### config.mk
export PLATFORM = sky130hd
export DESIGN_NAME = hisc_out_queue
export DESIGN_NICKNAME = d
export VERILOG_FILES = /design/src/rtl/core/heap_interleave_scheduler_core_assert.svh /design/src/rtl/core/hisc_pkg.sv /design/src/rtl/core/hisc_out_queue.sv
export SDC_FILE = /design/constraint.sdc
export NUM_CORES = 1
export LEC_CHECK = 0
export ABC_AREA = 1
export BUFFER_PORTS_ARGS = -buffer_cell sky130_fd_sc_hd__buf_2
export CELL_PAD_IN_SITES_DETAIL_PLACEMENT = 1
export CELL_PAD_IN_SITES_GLOBAL_PLACEMENT = 2
export CORE_UTILIZATION = 35
export DETAILED_ROUTE_END_ITERATION = 8
export GPL_TIMING_DRIVEN = 0
export PLACE_DENSITY_LB_ADDON = 0.3
export REMOVE_ABC_BUFFERS = 1
export SLEW_MARGIN = 0
export SYNTH_ARGS = -nofsm -noshare
export SYNTH_HDL_FRONTEND = slang
export SYNTH_SLANG_ARGS = --single-unit
### constraint.sdc
create_clock -name clk -period 2.7 [get_ports clk]
set_input_delay 0.405 -clock clk [delete_from_list [all_inputs] [get_ports clk]]
set_output_delay 0.405 -clock clk [all_outputs]
set_load 0.01 [all_outputs]
### src/rtl/core/heap_interleave_scheduler_core_assert.svh
// assertion macros for the heap interleave scheduler core
`ifndef HEAP_INTERLEAVE_SCHEDULER_CORE_ASSERT_SVH
`define HEAP_INTERLEAVE_SCHEDULER_CORE_ASSERT_SVH

// condition holds at every edge out of reset
`define HISC_ASSERT_HOLD(label, clk_s, rst_s, cond, msg) \
  label: assert property (@(posedge clk_s) disable iff (rst_s) (cond)) else $error(msg);

// condition in the cycle after a trigger
`define HISC_ASSERT_NEXT(label, clk_s, rst_s, pre, post, msg) \
  label: assert property (@(posedge clk_s) disable iff (rst_s) (pre) |=> (post)) else $error(msg);

`endif

### src/rtl/core/hisc_pkg.sv
// shared codes and result types of the heap interleave scheduler
`timescale 1ns / 1ps
`default_nettype none

package hisc_pkg;

  localparam int ID_BITS = 10;

  // request kinds
  localparam logic [1:0] REQ_LOAD  = 2'd0;
  localparam logic [1:0] REQ_NEXT  = 2'd1;
  localparam logic [1:0] REQ_CLEAR = 2'd2;

  // result status codes
  localparam logic [1:0] STAT_OK        = 2'd0;
  localparam logic [1:0] STAT_EXHAUSTED = 2'd1;
  localparam logic [1:0] STAT_FULL      = 2'd2;

  typedef struct packed {
    logic [ID_BITS-1:0] type_id;
    logic [1:0]         status;
    logic               last;
  } result_t;

  typedef struct packed {
    logic    valid;
    result_t res;
  } push_t;

endpackage

`default_nettype wire

### src/rtl/core/hisc_out_queue.sv
// four-entry result queue with two push ports and a stream pop side
`timescale 1ns / 1ps
`default_nettype none

module hisc_out_queue (
  input  logic             clk,
  input  logic             rst,
  input  hisc_pkg::push_t  push_a,
  input  hisc_pkg::push_t  push_b,
  output logic             room2,
  output logic             m_valid,
  input  logic             m_ready,
  output hisc_pkg::result_t m_data
);

  localparam int DEPTH = 4;
  localparam int PW    = $clog2(DEPTH);
  localparam int CW    = $clog2(DEPTH + 1);

  hisc_pkg::result_t q [DEPTH];
  logic [PW-1:0]     wr_ptr;
  logic [PW-1:0]     rd_ptr;
  logic [CW-1:0]     fill;
  logic [CW-1:0]     n_push;
  logic              pop;

  assign pop     = m_valid && m_ready;
  assign m_valid = (fill != '0);
  assign m_data  = q[rd_ptr];
  assign room2   = (fill <= CW'(DEPTH - 2));
  assign n_push  = CW'(push_a.valid) + CW'(push_b.valid);

  // push_b is only used together with push_a
  always_ff @(posedge clk) begin
    if (push_a.valid) begin
      q[wr_ptr] <= push_a.res;
    end
    if (push_b.valid) begin
      q[wr_ptr + PW'(1)] <= push_b.res;
    end
  end

  always_ff @(posedge clk) begin
    if (rst) begin
      wr_ptr <= '0;
      rd_ptr <= '0;
      fill   <= '0;
    end else begin
      wr_ptr <= wr_ptr + n_push[PW-1:0];
      if (pop) begin
        rd_ptr <= rd_ptr + PW'(1);
      end
      fill <= fill + n_push - CW'(pop);
    end
  end

endmodule

`default_nettype wire
==> results of run 1 <==
worst min-delay path by stage:
stage,start,to,slack (ns),depth (start not counted)
after floorplan,rd_ptr[0],register,0.45,2
after global placement,rd_ptr[0],rd_ptr[0],0.47,2
after detailed placement,rd_ptr[0],rd_ptr[0],0.49,2
after CTS,rst,fill[1],0.29,2
after global routing,rst,fill[0],0.29,2
final,rst,fill[1],0.29,2
synth_stat cells:
library cell	n
sky130_fd_sc_hd__a21boi_0	1
sky130_fd_sc_hd__a21oi_1	5
sky130_fd_sc_hd__buf_2	6
sky130_fd_sc_hd__buf_4	1
sky130_fd_sc_hd__clkbuf_1	4
sky130_fd_sc_hd__clkbuf_2	4
sky130_fd_sc_hd__dfxtp_1	9
sky130_fd_sc_hd__edfxtp_1	52
sky130_fd_sc_hd__fa_1	1
sky130_fd_sc_hd__ha_1	5
sky130_fd_sc_hd__inv_1	31
sky130_fd_sc_hd__inv_2	1
sky130_fd_sc_hd__nand2_1	66
sky130_fd_sc_hd__nand2_2	1
sky130_fd_sc_hd__nand3_1	3
sky130_fd_sc_hd__nand3_2	3
sky130_fd_sc_hd__nor2_1	35
sky130_fd_sc_hd__o21ai_0	78
sky130_fd_sc_hd__o22ai_1	13
sky130_fd_sc_hd__o31ai_1	3
stage by stage:
step           instances  setup WS [ns]  total power (W)
4_1_cts              475          0.163          0.00298
5_1_grt              476         0.0733          0.00314
3_5_place_dp         459         0.0621          0.00203
6_report             476          0.292          0.00296
3_3_place_gp         457         -0.322          0.00199
2_1_floorplan        307          0.693          0.00171
area by class of cell:
type | instances | area, sq um | area share (%)
clock buffer | 11 | 131 | 3.70
clock inverter | 5 | 98.8 | 2.79
inverter | 32 | 124 | 3.49
multi-input combinational | 214 | 1060 | 30.0
sequential | 61 | 1740 | 49.1
tap | 105 | 131 | 3.70
timing repair buffer | 47 | 248 | 6.98
timing repair inverter | 1 | 7.51 | 0.212
routing by layer:
metal / GRT usage (%) / up-vias / routed length [um]
li1: - / 1194 / -
met1: 21.3 / 1121 / 3230
met2: 30.7 / 54 / 3670
met3: 3.32 / 19 / 253
met4: 9.36 / 0 / 200
met5: 0 / - / 0
flip-flops by register name, summed over array words and instances (netlist names), named ones only:
register and flops:
rd_ptr 2, fill 3, wr_ptr 2, q 52
timing repair:
item                                   in CTS  in global routing
gates cloned                                0                  1
gates resized for setup                     1                  2
hold buffers                                0                  0
endpoints found under the hold margin       0                  0
setup endpoints to repair                  13                  4
cell families (layout without fill, tap and decap cells):
| family | Yosys count | after routing | synth area share (%) |
|---|---|---|---|
| AND/OR/NAND/NOR | 108 | 108 | 14.5 |
| AO/OA/AOI/OAI | 100 | 100 | 17.7 |
| flip-flops | 61 | 61 | 58.6 |
| adder cells (fa/ha/maj) | 6 | 6 | 2.78 |
| buffers and inverters | 47 | 96 | 6.48 |
power by group through the flow:
stage	Combinational [W]	Clock, W	Sequential (W)
after floorplan	0.000447	0	0.00126
after global placement	0.000693	0	0.00129
after detailed placement	0.000734	0	0.00130
after CTS	0.000738	0.000962	0.00128
after global routing	0.000840	0.00100	0.00130
final	0.000729	0.000948	0.00128
==> results.txt, run 1 <==
----------------------------------------------------
[Status]
  Run status ... completed

[Floorplanning]
  Initial cell density of the core ... 36.2%
  Row Count ... 33
  Die area ... roughly 8900 sq um
  Area of the core ... between 8000 and 9000 sq um
  Die Y ... 94.2 um
  Count of pins on the block boundary ... 46
  DIE WIDTH ... ~94 um

[Finish]
  Fraction of final layout cells with drive strength greater than 1 ... 19.1%
  Layout area overhead ... 19.3%
  Core Util, Final ... 43.2%
  Filler cell count ... 944
  Leading cell type in the layout, fill and taps excluded ... sky130_fd_sc_hd__o21ai_0
  Commonest cells after routing, fill and taps aside ... sky130_fd_sc_hd__o21ai_0 (78), sky130_fd_sc_hd__nand2_1 (66), sky130_fd_sc_hd__edfxtp_1 (52), sky130_fd_sc_hd__buf_2 (45), sky130_fd_sc_hd__nor2_1 (35)
  Number of inserted diodes ... 0
  Final non-filler cell area ... 3550 sq um
  Number of nets in the finished design ... just over 400

[Synth]
  Cells after Synth ... between 300 and 400
  Netlist area before placement ... 2970 sq um
  Syn. warnings ... 0
  Number of unique standard cell types used by synthesis ... 20
  Area fraction of the dominant cell type after synthesis ... ~53%
  Fraction of the yosys area taken by sequential cells ... 58.6%
  Total of flip-flops plus latches after synthesis ... between 60 and 70
  Dominant cell type by area after synthesis ... sky130_fd_sc_hd__edfxtp_1
  Average instance area after synthesis ... 9.24 sq um
  Synth area leaders ... sky130_fd_sc_hd__edfxtp_1 (53%), sky130_fd_sc_hd__o21ai_0 (13%), sky130_fd_sc_hd__nand2_1 (8.3%)

[Routing]
  Total wire length ... 7.35 mm
  Count of nets left with antenna violations after detail routing ... 0
  Routed vias/inst ... approximately 5
  Initial DRC Count ... 124
  Count of unresolved DRC violations after routing ... 0
  Detailed-route via count ... 2,388
  First-pass detailed-route iteration total ... 4
  WL/cell ... 15.4 um

[Worst hold path]
  Type of the most critical hold path ... input port to register

[Global routing]
  Largest net degree at the start of global routing ... 28
  Total track usage ... 18.0%
  Wire length of the first global-routing pass ... about 12 mm
  Remaining global-route overflow ... 0
  Number of global-route vias before repair ... 2,401
  Initial antenna violation count ... 0

[Worst setup path]
  Depth of the worst register-to-register path ... 2
  Critical path endpoint category ... output port
  Capture point of the worst path ... m_data[8]
  List of cells traversed by the critical path ... clkinvlp_4 -> o21ai_0 -> o22ai_1 -> buf_2
  Logic depth of the worst setup path including buffers ... 4
  Delay-heaviest family, CP ... flip-flops
  Critical Path Slowest Stage Cell ... sky130_fd_sc_hd__dfxtp_2
  CP bufs+invs ... 2
  Crit path launch type ... register
  Required time reported for the critical path endpoint ... 2.30 ns
  Flop2flop setup slack ... 0.57 ns
  Data arrival time of the worst path ... 2.00 ns
  Startpoint of the most critical register-to-register path ... wr_ptr[0]
  CP Max Fanout ... 28
  Critical path class ... register to output port
  Largest stage delay on the critical path ... ~0.69 ns
  Terminus of the critical flop-to-flop path ... q[0][11]

[Clocking]
  Clock-pin slew of the registers on the worst-case setup and hold paths ... 0.06 ns
  Total number of clock tree sinks ... 61
  Number of buffers inserted by post-CTS setup repair ... 0
  Clock tree from TritonCTS ... built
  Clk root buf ... sky130_fd_sc_hd__clkbuf_8
  Clock Latency Late Sink ... 0.33 ns
  TritonCTS buffer count ... 9
  Worst-case clock buffer depth ... 2
  Count of H-tree levels built during CTS ... 3

[STA]
  RSZ-0062 raised after global routing ... no
  Minimum clock period after layout ... 2.41 ns
  Max-slew headroom at the worst pin ... 40.6%
  Pins over their slew limit ... 0
  Worst Max-Slew Pin Slew ... 0.892 ns
  Final Hold Slack ... 0.292 ns
  Final clock skew ... 0.00796 ns
  Setup tns final ... 0 ns
  # setup viols final ... 0
  Share of the clock period used by the worst path after layout ... 89.2%
  Final Hold Vio Count ... 0
  Fmax ... 415 MHz

[Power]
  P_leak ... 1.50 nW
  Sw power ... 0.000907 W
  Portion of total power attributed to combinational logic ... about a quarter
  Internal power component ... 0.00205 W
  Net switching fraction of the power ... 30.7%
  Clk network pwr share ... between 30% and 40%
  Flop pwr share ... 43.3%
  Total power divided by cell area ... 834 nW/um^2
  Maximum ir drop on the vdd rail ... 0.413 mV

[Place]
  Placer congestion estimate ... between 0.7 and 0.8
  Cell Area, Placed ... 3300 sq um
  Number of input and output port buffers inserted ... 45
  HPWL after detailed placement ... 4.82 mm

[Flow run]
  Reported max-cap violation count ... 0

----------------------------------------------------
No activity file was read; power rests on OpenSTA's default activity.
==> run 2, diff against run 1 <==
==> constraint.sdc (replaced) <==
create_clock -name clk -period 2.7 [get_ports clk]
set_input_delay 0.405 -clock clk [delete_from_list [all_inputs] [get_ports clk]]
set_output_delay 0.405 -clock clk [all_outputs]
set_load 0.1 [all_outputs]
==> run 2 against run 1 <==
Effect of this change:
- sequential power hardly changed
- via count up 0.63%
- final area about the same
- power increased by 24%
- non-clock buffer count unchanged
- routed wire length increased by 0.69%
- die area unchanged
- flip-flop and latch count did not move
- worst hold slack worse by 0.0023 ns
- clock skew barely moved
- largest cell class unchanged
- largest power group is now combinational cells
==> results.txt, run 2 (synthesis gave the netlist of run 1 again) <==
----------------------------------------------------
[Status]
  Run status ... completed

[Power]
  Maximum ir drop on the vdd rail ... between 0.6 and 0.7 mV
  P_leak ... around 1.5 nW
  Total power divided by cell area ... 1040 nW/um^2

[Routing]
  Detailed-route via count ... 2,403
  Routed vias/inst ... slightly above 5
  Initial DRC Count ... 100
  Count of nets left with antenna violations after detail routing ... 0
  Count of unresolved DRC violations after routing ... 0
  First-pass detailed-route iteration total ... 4
  Total wire length ... between 7 and 8 mm
  WL/cell ... 15.6 um

[Global routing]
  Number of global-route vias before repair ... 2,412
  Initial antenna violation count ... 0
  Wire length of the first global-routing pass ... roughly 12 mm
  Remaining global-route overflow ... 0
  Total track usage ... 18.3%
  Largest net degree at the start of global routing ... 29

[Finish]
  Largest registers ... q: 52 flops, fill: 3 flops
  Max FFs per register ... 52
  Fraction of final layout cells with drive strength greater than 1 ... around a fifth
  Commonest cells after routing, fill and taps aside ... sky130_fd_sc_hd__o21ai_0 (78), sky130_fd_sc_hd__nand2_1 (66), sky130_fd_sc_hd__edfxtp_1 (52), sky130_fd_sc_hd__buf_2 (45), sky130_fd_sc_hd__nor2_1 (35)
  Number of nets in the finished design ... 403
  Final non-filler cell area ... 3550 sq um
  Core Util, Final ... 43.2%
  Number of inserted diodes ... 0
  Largest reg by FF count ... q
  Leading cell type in the layout, fill and taps excluded ... sky130_fd_sc_hd__o21ai_0
  Layout area overhead ... 19.4%

[Clocking]
  Clock-pin slew of the registers on the worst-case setup and hold paths ... 0.06 ns
  Count of H-tree levels built during CTS ... 3
  Total number of clock tree sinks ... 61
  Clock tree from TritonCTS ... built
  Clock Latency Late Sink ... 0.33 ns
  Clk root buf ... sky130_fd_sc_hd__clkbuf_8
  Worst-case clock buffer depth ... 2
  Number of buffers inserted by post-CTS setup repair ... 0
  TritonCTS buffer count ... 9

[STA]
  Final clock skew ... 0.00780 ns
  Max-slew headroom at the worst pin ... 40.4%
  Final Hold Vio Count ... 0
  Worst Max-Slew Pin Slew ... 0.895 ns
  Fmax ... 408 MHz
  Share of the clock period used by the worst path after layout ... 90.7%
  Minimum clock period after layout ... 2.45 ns
  RSZ-0062 raised after global routing ... no
  # setup viols final ... 0
  Pins over their slew limit ... 0

[Floorplanning]
  Initial cell density of the core ... 36.2%
  Count of pins on the block boundary ... 46
  Die Y ... ~94 um
  Row Count ... 33
  Area of the core ... ~8200 sq um
  Die area ... 8870 sq um
  DIE WIDTH ... between 90 and 100 um

[Worst hold path]
  Type of the most critical hold path ... input port to register
  Hold path startpoint ... rst

[Place]
  HPWL after detailed placement ... just under 5 mm
  Number of input and output port buffers inserted ... 45
  Placer congestion estimate ... 0.748
  Cell Area, Placed ... 3300 sq um

[Worst setup path]
  Required time reported for the critical path endpoint ... around 2.3 ns
  Critical path endpoint category ... output port
  Crit path launch type ... register
  Critical path class ... register to output port
  Data arrival time of the worst path ... 2.04 ns
  CP Max Fanout ... 14
  Startpoint of the most critical register-to-register path ... wr_ptr[0]

[Flow run]
  Reported max-cap violation count ... 0

----------------------------------------------------
==> run 2: power breakdown <==
group / switching (W) / total (W) / internal, W
clock network: 0.000344 / 0.000953 / 0.000609
logic: 0.00119 / 0.00145 / 0.000260
registers: 0.0000976 / 0.00128 / 0.00118
==> run 2: cell type report <==
class                      count  area (sq um)
timing repair inverter         1          7.51
timing repair buffer          47           248
clock inverter                 5          98.8
clock buffer                  11           131
sequential                    61          1750
fill                         943          4670
tap                          105           131
multi-input combinational    214          1060
inverter                      32           124
==> run 2: what timing repair did <==
item | 4_1_cts | 5_1_grt
hold buffers | 0 | 0
endpoints found under the setup margin | 13 | 11
pin swaps | 0 | 0
resized for setup | 3 | 1
gates cloned | 1 | 0
==> run 2: critical path, stage by stage, from the launching register on <==
cell	delay (ns)
sky130_fd_sc_hd__dfxtp_1	0.47
sky130_fd_sc_hd__inv_1	0.42
sky130_fd_sc_hd__o21ai_0	0.17
sky130_fd_sc_hd__o22ai_1	0.19
sky130_fd_sc_hd__buf_2	0.47
==> run 2: path summary, 6_finish.rpt <==
path | to | slack, ns | cells after the start
setup / recovery | m_data[4] | 0.25 | 4
setup reg to reg | q[0][11] | 0.57 | 2
hold / removal | fill[1] | 0.29 | 2
hold reg to reg | rd_ptr[0] | 0.49 | 2
==> run 2: metrics by stage <==
step                      TNS, ns  setup slack, ns  cells  power [W]  hold WS, ns
after floorplan             -2.93           -0.225    307    0.00242        0.448
after detailed placement   -0.800          -0.0917    459    0.00275        0.488
after global routing            0           0.0552    476    0.00386        0.290
final                           0            0.252    476    0.00368        0.289
after CTS                       0           0.0894    476    0.00371        0.292
after global placement      -8.49           -0.322    457    0.00270        0.466
==> run 2: routing by layer <==
layer / up-vias / track usage [%] / part of all wire [%]
met5: - / 0 / 0
met4: 0 / 9.36 / 2.7
met3: 19 / 3.32 / 3.2
met2: 55 / 31.6 / 49
met1: 1136 / 21.7 / 45
li1: 1193 / - / -
